## src/hdl/ptdm_pkg.sv

```systemverilog
// Shared types, constants and helpers of the periodic task deadline monitor.
package ptdm_pkg;

	localparam int NUM_TASKS       = 5;
	localparam int NUM_PERIOD_REGS = 5;
	localparam int TASK_W          = (NUM_TASKS > 1) ? $clog2(NUM_TASKS) : 1;
	localparam int PREG_W          = $clog2(NUM_PERIOD_REGS);
	localparam int TIME_W          = 32;
	localparam int CMD_W           = 2;
	localparam int TID_W           = 3;
	localparam int REG_IDX_W       = 3;

	typedef logic [TIME_W-1:0] time_t;

	typedef enum logic [CMD_W-1:0] {
		CMD_BEGIN     = 2'd0,
		CMD_JOB_START = 2'd1,
		CMD_JOB_END   = 2'd2,
		CMD_UNUSED    = 2'd3
	} cmd_t;

	localparam logic [REG_IDX_W-1:0] REG_TEST_DURATION = 3'd5;
	localparam logic [REG_IDX_W-1:0] REG_START_OFFSET  = 3'd6;

	localparam time_t PERIOD_RESET [NUM_PERIOD_REGS] = '{
		32'd4000, 32'd3000, 32'd10000, 32'd10000, 32'd5000
	};
	localparam time_t DURATION_RESET = 32'd10000000;
	localparam time_t OFFSET_RESET   = 32'd0;

	typedef enum logic {
		ALU_ADD = 1'b0,
		ALU_SUB = 1'b1
	} alu_op_t;

	typedef struct packed {
		alu_op_t op;
		time_t   a;
		time_t   b;
	} alu_req_t;

	typedef struct packed {
		time_t sum;
		logic  carry;
	} alu_rsp_t;

	function automatic logic [PREG_W-1:0] period_slot(input logic [TASK_W-1:0] t);
		if (32'(t) < NUM_PERIOD_REGS) begin
			return PREG_W'(t);
		end
		return PREG_W'(NUM_PERIOD_REGS - 1);
	endfunction

endpackage

```

## src/hdl/ptdm_alu.sv

```systemverilog
// Shared 32-bit add/subtract unit; carry out set on subtract means no borrow.
module ptdm_alu
	import ptdm_pkg::*;
(
	input  alu_req_t req,
	output alu_rsp_t rsp
);

	logic [TIME_W:0] full;

	assign full = {1'b0, req.a}
		+ {1'b0, (req.op == ALU_SUB) ? ~req.b : req.b}
		+ (TIME_W+1)'(req.op == ALU_SUB);

	assign rsp.sum   = full[TIME_W-1:0];
	assign rsp.carry = full[TIME_W];

endmodule

```

## src/hdl/periodic_task_deadline_monitor_unit.sv

```systemverilog
// Top level of the periodic task deadline monitor: registers, sequencer, result ports.
//
//  channel  | handshake          | payload
//  ---------+--------------------+---------------------------------------------
//  command  | start / busy       | command, task_index, now_time
//  config   | wr_en              | wr_index, wr_data
//  result   | result_valid       | is_summary, task_id, violation_now,
//           |                    | violation_count, job_count, first_begin_time,
//           |                    | first_end_time, start_time_out, last_item
//
// One 32-bit adder does every sum and compare on time values, one operation per cycle.
// Begin: offset add, one deadline add per task, result beat. Job event: elapsed
// subtract, end-of-test check, then violation compare, deadline advance (job end
// only), result beat; past end of test, one summary beat per task. Dropped events leave busy low.
// Reset restores register defaults and leaves monitoring inactive.
// Result beats cannot be stalled.
module periodic_task_deadline_monitor_unit
	import ptdm_pkg::*;
(
	input  logic                 clk,
	input  logic                 arst_n,
	input  logic                 start,
	output logic                 busy,
	input  logic [CMD_W-1:0]     command,
	input  logic [TID_W-1:0]     task_index,
	input  logic [TIME_W-1:0]    now_time,
	input  logic                 wr_en,
	input  logic [REG_IDX_W-1:0] wr_index,
	input  logic [TIME_W-1:0]    wr_data,
	output logic                 result_valid,
	output logic                 is_summary,
	output logic [TID_W-1:0]     task_id,
	output logic                 violation_now,
	output logic [TIME_W-1:0]    violation_count,
	output logic [TIME_W-1:0]    job_count,
	output logic [TIME_W-1:0]    first_begin_time,
	output logic [TIME_W-1:0]    first_end_time,
	output logic [TIME_W-1:0]    start_time_out,
	output logic                 last_item
);

	typedef enum logic [8:0] {
		ST_IDLE      = 9'b000000001,
		ST_BEG_START = 9'b000000010,
		ST_BEG_SWEEP = 9'b000000100,
		ST_EV_ELAPS  = 9'b000001000,
		ST_EV_CHECK  = 9'b000010000,
		ST_EV_VIOL   = 9'b000100000,
		ST_EV_ADV    = 9'b001000000,
		ST_EMIT      = 9'b010000000,
		ST_SUMMARY   = 9'b100000000
	} state_t;

	localparam logic [TASK_W-1:0] LAST_TASK = TASK_W'(NUM_TASKS - 1);

	state_t             state_q;
	logic               active_q;
	cmd_t               cmd_q;
	logic [TASK_W-1:0]  idx_q;
	time_t              now_q;
	time_t              start_q;
	time_t              elapsed_q;
	logic               viol_now_q;

	time_t period_q [NUM_PERIOD_REGS];
	time_t duration_q;
	time_t offset_q;

	time_t rel_q   [NUM_TASKS];
	time_t dl_q    [NUM_TASKS];
	time_t jobs_q  [NUM_TASKS];
	time_t viols_q [NUM_TASKS];
	time_t fb_q    [NUM_TASKS];
	time_t fe_q    [NUM_TASKS];

	alu_req_t alu_req;
	alu_rsp_t alu_rsp;
	time_t    period_cur;
	logic     accept;
	logic     task_ok;

	ptdm_alu u_alu (
		.req (alu_req),
		.rsp (alu_rsp)
	);

	assign accept     = start && !busy;
	assign task_ok    = 32'(task_index) < NUM_TASKS;
	assign period_cur = period_q[period_slot(idx_q)];

	always_comb begin
		alu_req = '{op: ALU_ADD, a: now_q, b: offset_q};
		unique case (state_q)
			ST_BEG_SWEEP: alu_req = '{op: ALU_ADD, a: start_q, b: period_cur};
			ST_EV_ELAPS:  alu_req = '{op: ALU_SUB, a: now_q, b: start_q};
			ST_EV_CHECK:  alu_req = '{op: ALU_SUB, a: duration_q, b: elapsed_q};
			ST_EV_VIOL: begin
				if (cmd_q == CMD_JOB_START) begin
					alu_req = '{op: ALU_SUB, a: now_q, b: rel_q[idx_q]};
				end else begin
					alu_req = '{op: ALU_SUB, a: dl_q[idx_q], b: now_q};
				end
			end
			ST_EV_ADV:    alu_req = '{op: ALU_ADD, a: dl_q[idx_q], b: period_cur};
			default:      alu_req = '{op: ALU_ADD, a: now_q, b: offset_q};
		endcase
	end

	always_ff @(posedge clk or negedge arst_n) begin
		if (!arst_n) begin
			for (int i = 0; i < NUM_PERIOD_REGS; i++) begin
				period_q[i] <= PERIOD_RESET[i];
			end
			duration_q <= DURATION_RESET;
			offset_q   <= OFFSET_RESET;
		end else if (wr_en) begin
			if (32'(wr_index) < NUM_PERIOD_REGS) begin
				period_q[wr_index[PREG_W-1:0]] <= wr_data;
			end else if (wr_index == REG_TEST_DURATION) begin
				duration_q <= wr_data;
			end else if (wr_index == REG_START_OFFSET) begin
				offset_q <= wr_data;
			end
		end
	end

	always_ff @(posedge clk or negedge arst_n) begin
		if (!arst_n) begin
			state_q  <= ST_IDLE;
			active_q <= 1'b0;
			idx_q    <= '0;
		end else begin
			unique case (state_q)
				ST_IDLE: begin
					if (accept) begin
						if (cmd_t'(command) == CMD_BEGIN) begin
							state_q <= ST_BEG_START;
						end else if (cmd_t'(command) != CMD_UNUSED && active_q && task_ok) begin
							idx_q   <= task_index[TASK_W-1:0];
							state_q <= ST_EV_ELAPS;
						end
					end
				end
				ST_BEG_START: begin
					active_q <= 1'b1;
					idx_q    <= '0;
					state_q  <= ST_BEG_SWEEP;
				end
				ST_BEG_SWEEP: begin
					if (idx_q == LAST_TASK) begin
						idx_q   <= '0;
						state_q <= ST_EMIT;
					end else begin
						idx_q <= idx_q + 1'b1;
					end
				end
				ST_EV_ELAPS: state_q <= ST_EV_CHECK;
				ST_EV_CHECK: begin
					if (!alu_rsp.carry) begin
						active_q <= 1'b0;
						idx_q    <= '0;
						state_q  <= ST_SUMMARY;
					end else begin
						state_q <= ST_EV_VIOL;
					end
				end
				ST_EV_VIOL: state_q <= (cmd_q == CMD_JOB_END) ? ST_EV_ADV : ST_EMIT;
				ST_EV_ADV:  state_q <= ST_EMIT;
				ST_EMIT:    state_q <= ST_IDLE;
				ST_SUMMARY: begin
					if (idx_q == LAST_TASK) begin
						state_q <= ST_IDLE;
					end else begin
						idx_q <= idx_q + 1'b1;
					end
				end
				default: state_q <= ST_IDLE;
			endcase
		end
	end

	always_ff @(posedge clk) begin
		if (accept) begin
			cmd_q <= cmd_t'(command);
			now_q <= now_time;
		end
		unique case (state_q)
			ST_BEG_START: begin
				start_q    <= alu_rsp.sum;
				viol_now_q <= 1'b0;
			end
			ST_BEG_SWEEP: begin
				dl_q[idx_q]    <= alu_rsp.sum;
				rel_q[idx_q]   <= start_q;
				jobs_q[idx_q]  <= '0;
				viols_q[idx_q] <= '0;
				fb_q[idx_q]    <= '0;
				fe_q[idx_q]    <= '0;
			end
			ST_EV_ELAPS: begin
				elapsed_q <= alu_rsp.sum;
				if (cmd_q == CMD_JOB_START && fb_q[idx_q] == '0) begin
					fb_q[idx_q] <= now_q;
				end
				if (cmd_q == CMD_JOB_END && fe_q[idx_q] == '0) begin
					fe_q[idx_q] <= now_q;
				end
			end
			ST_EV_VIOL: begin
				viol_now_q <= !alu_rsp.carry;
				if (!alu_rsp.carry) begin
					viols_q[idx_q] <= viols_q[idx_q] + 1'b1;
				end
				if (cmd_q == CMD_JOB_END) begin
					jobs_q[idx_q] <= jobs_q[idx_q] + 1'b1;
					rel_q[idx_q]  <= dl_q[idx_q];
				end
			end
			ST_EV_ADV: dl_q[idx_q] <= alu_rsp.sum;
			default: begin
			end
		endcase
	end

	assign busy             = (state_q != ST_IDLE);
	assign result_valid     = (state_q == ST_EMIT) || (state_q == ST_SUMMARY);
	assign is_summary       = (state_q == ST_SUMMARY);
	assign task_id          = TID_W'(idx_q);
	assign violation_now    = (state_q == ST_EMIT) && viol_now_q;
	assign violation_count  = viols_q[idx_q];
	assign job_count        = jobs_q[idx_q];
	assign first_begin_time = fb_q[idx_q];
	assign first_end_time   = fe_q[idx_q];
	assign start_time_out   = start_q;
	assign last_item        = (state_q == ST_EMIT) || (idx_q == LAST_TASK);

endmodule

```

## config.mk

```make
export PLATFORM = sky130hd
export DESIGN_NAME = periodic_task_deadline_monitor_unit
export DESIGN_NICKNAME = d
export VERILOG_FILES = /design/src/hdl/ptdm_pkg.sv /design/src/hdl/ptdm_alu.sv /design/src/hdl/periodic_task_deadline_monitor_unit.sv
export SDC_FILE = /design/constraint.sdc
export NUM_CORES = 2
export LEC_CHECK = 0
export ABC_AREA = 1
export BUFFER_PORTS_ARGS = -buffer_cell sky130_fd_sc_hd__buf_2
export CORE_UTILIZATION = 43
export CTS_CLUSTER_DIAMETER = 60
export CTS_CLUSTER_SIZE = 10
export DETAILED_ROUTE_END_ITERATION = 10
export HOLD_SLACK_MARGIN = 0.15
export PLACE_DENSITY = 0.61
export SYNTH_ARGS = -nofsm -noshare
export SYNTH_HDL_FRONTEND = slang
export SYNTH_SLANG_ARGS = --single-unit
export TNS_END_PERCENT = 1
```

## constraint.sdc

```tcl
create_clock -name clk -period 7.4 [get_ports clk]
set_clock_uncertainty 0.1 [all_clocks]
set_input_delay 1.48 -clock clk [delete_from_list [all_inputs] [get_ports clk]]
set_output_delay 1.48 -clock clk [all_outputs]
set_load 0.02 [all_outputs]
```

# After elaboration in Yosys (flattened, before gate mapping)
# Memories as Yosys holds them, arrays and structs flattened.
# Index checks and enable logic that the tools add are counted.
# op_classes
n_reduce_logical	23
bitwise_logic	11
n_lt_le_gt_ge	6
n_mux	52
addsub	5
eq_ne	24
# ops
cell	count
$pmux W65 S5	1
$mux W32	10
$bwmux W160	1
$bmux W32 S3	1
$demux W32 S3	1
$pmux W9 S8	1
$add A32 B1 Y32 const B	2
$logic_not A32 Y1	2
$mux W64	1
$mux W9	6
$add A32 B32 Y33	1
$add A33 B1 Y33	1
$not A32 Y32	1
$mux W3	8
$mux W1	18
$pmux W3 S5	1
$ne A2 B2 Y1 const B	7
$eq A3 B3 Y1 const B	3
$eq A9 B1 Y1 const B	1
$eq A9 B2 Y1 const B	1
$eq A9 B3 Y1 const B	1
$eq A9 B4 Y1 const B	1
$eq A9 B5 Y1 const B	1
$eq A9 B6 Y1 const B	1
other kinds (27)	49
# word_totals
inputBits	76
ff_bits	336
ramBits	960
word_cells	142
n_memories	6
# mem_list
memory	depth	width	rd	rd_ports_with_merged_regs	wr	line	text
dl_q	5	32	1	0	1	periodic_task_deadline_monitor_unit.sv:70	time_t dl_q [NUM_TASKS];
fb_q	5	32	1	0	1	periodic_task_deadline_monitor_unit.sv:73	time_t fb_q [NUM_TASKS];
fe_q	5	32	1	0	1	periodic_task_deadline_monitor_unit.sv:74	time_t fe_q [NUM_TASKS];
jobs_q	5	32	1	0	1	periodic_task_deadline_monitor_unit.sv:71	time_t jobs_q [NUM_TASKS];
rel_q	5	32	1	0	1	periodic_task_deadline_monitor_unit.sv:69	time_t rel_q [NUM_TASKS];
viols_q	5	32	1	0	1	periodic_task_deadline_monitor_unit.sv:72	time_t viols_q [NUM_TASKS];

# Depth between registers and ports, before layout
# logic_depth
depth_word	16
depth_mapped	32
depth_no_buf	29

# By module
# Synthesis repeated with hierarchy kept, for this count alone.
# hier_totals
cells_unflattened	5517
area_unflattened_um2	56793.2
# modules_own_cells
mod	seq_area_each_um2	n_inst	cells_per_inst	area_per_inst_um2
periodic_task_deadline_monitor_unit	37777.5	1	5033	54161.9
ptdm_alu	0.0	1	484	2631.3

# Worst setup path after synthesis
# No wires, ideal clock.
# synth_timing
path_type	register to register
start	reg idx_q[2], in the netlist task_id[2]
end	mem viols_q[0][0] in the netlist's numbering (enable)
arrival_time_ns	5.399
path_stages_with_launch	33
setup_slack_ns	1.480
setup_ns	0.421
synth_period_minus_slack_ns	5.920
t_required_ns	6.879
path_cell_list	dfrtp_1 > buf_6 > inv_6 > nand3_4 > inv_4 > buf_6 > buf_6 > buf_2 > a22o_1 > a21oi_1 > nand3_1 > o211ai_1 > o211ai_1 > a21oi_1 > nand2_1 > o211ai_1 > o21ai_0 > ha_1 > a21oi_1 > nand2_1 > a21oi_1 > o21ai_0 > a21oi_1 > o21ai_0 > nand2_1 > nand2_1 > nand3_1 > nand2_1 > inv_1 > nand2_2 > nand2_1 > inv_1 > nor2_1
# synth_between
elab_chain_len	16
word_cells_on_any_way	20
cone_classes	add/sub: 2; order compare: 1; mux: 12; bitwise: 3; memory: 2
# synth_rtl
item	line	text
start: declaration	periodic_task_deadline_monitor_unit.sv:59	logic [TASK_W-1:0] idx_q;
start signal: assignment	periodic_task_deadline_monitor_unit.sv:139	idx_q <= task_index[TASK_W-1:0];
start signal: assignment	periodic_task_deadline_monitor_unit.sv:154	idx_q <= idx_q + 1'b1;
start signal: assignment	periodic_task_deadline_monitor_unit.sv:174	idx_q <= idx_q + 1'b1;
$lt A3 B3 Y1	ptdm_pkg.sv:48	if (32'(t) < NUM_PERIOD_REGS) begin
$mux W1	ptdm_pkg.sv:48	
$mux W3	ptdm_pkg.sv:51	return PREG_W'(NUM_PERIOD_REGS - 1);
$not A3 Y4 (not written as such)	periodic_task_deadline_monitor_unit.sv:89	assign period_cur = period_q[period_slot(idx_q)];
$bmux W32 S3	periodic_task_deadline_monitor_unit.sv:89	
$mux W32 (not written as such) (2 in series)	periodic_task_deadline_monitor_unit.sv:89	
$pmux W65 S5	periodic_task_deadline_monitor_unit.sv:93	unique case (state_q)
$not A32 Y32	ptdm_alu.sv:12	+ {1'b0, (req.op == ALU_SUB) ? ~req.b : req.b}
$mux W32	ptdm_alu.sv:12	
$add A32 B32 Y33	ptdm_alu.sv:12	
$add A33 B1 Y33	ptdm_alu.sv:13	+ (TIME_W+1)'(req.op == ALU_SUB);
$mux W1	periodic_task_deadline_monitor_unit.sv:211	if (!alu_rsp.carry) begin
$mux W1	periodic_task_deadline_monitor_unit.sv:187	unique case (state_q)
$mux W1 (not written as such)	periodic_task_deadline_monitor_unit.sv:212	viols_q[idx_q] <= viols_q[idx_q] + 1'b1;
$or A1 B1 Y1 (no line)	n/a	
end: declaration	periodic_task_deadline_monitor_unit.sv:72	
# Parallel ways exist; a longest one is shown, timed or not. The select of a mux whose other input is x is not followed.

# Worst setup path after layout
# layout_timing
start	reg idx_q[2], in the netlist task_id[2]
end	mem viols_q[4][14] in the netlist's numbering (enable)
# Same word-level chain as after synthesis.

==> impl_results.md <==
* Max cap viols at 0
* Clock sink count at 1296
* CTS Buffer Depth at 3
* CP Capture Type: flop
* Cell Area, Placed at 0.0580 mm2
* Int Power at approximately 15 mW
* Cts bufs inserted at about 150
* Worst setup margin at between 0.9 and 1 ns
* Drt total wl at between 150000 and 200000 um
* TritonCTS clock tree: done
* Slew HR at 0.194
* Peak Freq at 0.156 GHz
* Worst EP arrival at around 6.8 ns
* Initial Utilization at 0.435
* DR pass1 iterations at 6
* Clock slew at reported path FFs at approximately 0.060 ns
* Setup repair after global routing missed its margin: false
* Startpoint Class: flop
* Post-route ant nets at 0
* Share of flip-flops with an asynchronous set or reset at 0.183
* Outcome: complete, no violations
* Peak supply drop at about 0.28 mV
* Final #Nets at 5095
* Most common cell on crit path: o21ai_0
* Post-route cell area at 0.0625 mm2
* Sequential share of power at 0.381
* Avg WL per Cell at ~25 um
* Worst path slowest cell: dfrtp_4
* Post-DP HPWL at approximately 110000 um
* DR vias at 38433
* Full die area at about 0.13 mm2
* Iteration-0 DRC Markers at roughly 4200
* CTS H-tree lvls at 4
* Worst-skew pair later-pin latency at a little under 0.8 ns
* Crit Path Class: reg -> reg
* Synth Register Bits at between 1000 and 1500
* Setup bufs post-CTS at 0
* # IOs at ~240
* Area Overhead vs Synth at 14.2%
* Initial antenna violation count at 11
* GPL Wtd Cong at roughly 1
* Vias/cell at approximately 5.7
* Share of the yosys chip area belonging to registers at 0.691
* Pre-CTS WS at between 1 and 1.5 ns
* Sw Share at 0.388
* Clk pwr share at 0.279
* Min cycle time layout at between 6 and 7 ns
* Comb power frac at 0.340
* Chip width at ~360 um
* Root buf cell: clkbuf_16
* Delay-heaviest family, CP: compound AO/OA/AOI/OAI gates
* Core area at approximately 0.13 mm2
* Post-synth EDFFs at between 1000 and 1500
* Ranking of synthesized cells by area: edfxtp_1 (58%), dfrtp_1 (9.1%), nand2_1 (8.4%)
* Max incr delay on CP at between 0.7 and 0.8 ns
* Worst Path Buf+Inv at 5
* Synth top cells by count: nand2_1 (1223), edfxtp_1 (1059), o21ai_0 (407)
* Total gr overflow at 0
* Top_reg_cell synth: edfxtp_1
* Largest net degree at the start of global routing at 124
* Gr usage total at 0.263
* Switching Power at around 9.5 mW
* # DRC at 0
* Worst hold path type: reg -> reg
* Synth top area share at 0.581
* Resized cells post-CTS at 0
* P per Cell Area at between 300 and 400 mW/mm2
* Fin crit share at 0.869
* Hold slack final at 0.382 ns
* Area leader, netlist: edfxtp_1
* WP data required at 7.79 ns
* Setup TNS at 0 ns
* Avg Inst Size Synth at approximately 12 um2
* Slew Viols, Final at 0
* Most frequent cell after synthesis: nand2_1
* Vias in the first global route at ~36000
* LEAKAGE at approximately 22 nW
* Post-Syn Nets at 4826
* Fin. Hold Viols at 0
* Gate Count Post-Synth at approximately 4700
* Unique masters post-synth at 72
* Hold buffer count at cts at 0
* First-pass GRT wire length at ~250000 um
* DIE HEIGHT at 359 um
* Mapped Area at between 0.05 and 0.06 mm2
* Yosys Warn Count at 0
* Final Power at between 20 and 25 mW
* CP max FO at between 40 and 50
* # setup viols final at 0
* Share of cells above drive strength 1 at 0.134
* Std-Cell Rows at 130
* Buffers on Ports at ~240
* Worst slew pin tran at about 1.2 ns
power groups by stage:
stage	clock network, mW	logic, mW	registers (mW)
2_1_floorplan	0	5.13	9.17
3_3_place_gp	0	8.21	9.41
3_5_place_dp	0	8.23	9.42
4_1_cts	6.92	8.27	9.28
5_1_grt	7.20	8.97	9.32
6_report	6.82	8.32	9.30
stage by stage:
step / std cells / util
finish: 6697 / 0.496
global route: 6696 / 0.496
CTS: 6696 / 0.496
detailed placement: 6477 / 0.461
global placement: 6477 / 0.461
floorplan: 4714 / -
registers in the layout, summed over array words and instances (netlist names):
name            cells
period_q          160
cmd_q               2
start_time_out     32
jobs_q            160
viol_now_q          1
elapsed_q          32
offset_q           32
fe_q              160
task_id             3
viols_q           160
state_q             9
duration_q         32
dl_q              160
rel_q             160
active_q            1
fb_q              160
now_q              32
path summary, 6_finish.rpt:
path	startpoint	slack, ns	to	depth (start not counted)
setup / recovery	task_id[2]	0.97	viols_q[4][14]	26
hold / removal	period_q[10]	0.38	period_q[10]	2
setup reg to reg	task_id[2]	0.97	viols_q[4][14]	26
hold reg to reg	period_q[10]	0.38	period_q[10]	2
max in group asynchronous	arst_n	5.04	offset_q[9]	2
min in group asynchronous	arst_n	0.65	period_q[141]	1
worst reg2reg max path: cells and delay by family, from the launching register on:
family                   cells  cell delay (ns)
flip-flops                   1             0.76
AND/OR/NAND/NOR             10             1.58
buffers and inverters        5             0.85
AO/OA/AOI/OAI               10             2.38
adder cells (fa/ha/maj)      1             0.45
logic make-up after synthesis:
group,Yosys count,synth area share
AO/OA/AOI/OAI,935,0.105
XOR/XNOR,57,0.00913
buffers and inverters,485,0.0399
AND/OR/NAND/NOR,1905,0.147
adder cells (fa/ha/maj),36,0.00837
flip-flops,1296,0.691
final cells by class:
type | instances | area, um2
antenna | 1 | 2.50
clock buffer | 191 | 4060
multi-input combinational | 2933 | 15000
tap | 1650 | 2060
sequential | 1296 | 37800
fill | 11172 | 63400
inverter | 259 | 1000
clock inverter | 28 | 397
timing repair buffer | 339 | 2130
layout by cell type (no fill, tap or decap), types with 5 or more instances in the layout:
cell,instances
nand2_1,1217
edfxtp_1,1059
o21ai_0,407
nor2_1,306
inv_1,245
buf_2,242
dfrtp_1,198
a21oi_1,171
clkbuf_16,156
nand3_1,130
nand4_1,103
a22oi_1,87
buf_4,81
o2111ai_1,58
a22o_1,57
nor3_1,39
xor2_1,38
dfstp_2,37
ha_1,35
clkbuf_1,33
a221oi_1,30
o211ai_1,26
nor2_2,23
a211oi_1,22
a31oi_1,21
nor2_4,19
xnor2_1,19
nor4_1,15
buf_12,15
nand2_2,11
inv_6,11
and3_1,11
a21oi_4,10
inv_2,6
a32o_1,6
o21a_1,6
nand3_2,5
o22ai_1,5
clkinv_8,5
per-layer routing:
metal / track usage / up-vias / part of all wire
li1: - / 17347 / -
met2: 0.405 / 1650 / 0.46
met5: 0 / - / 0.00098
met3: 0.0510 / 332 / 0.083
met1: 0.367 / 19100 / 0.42
met4: 0.104 / 4 / 0.038
Power figures use the tool's default switching activity.
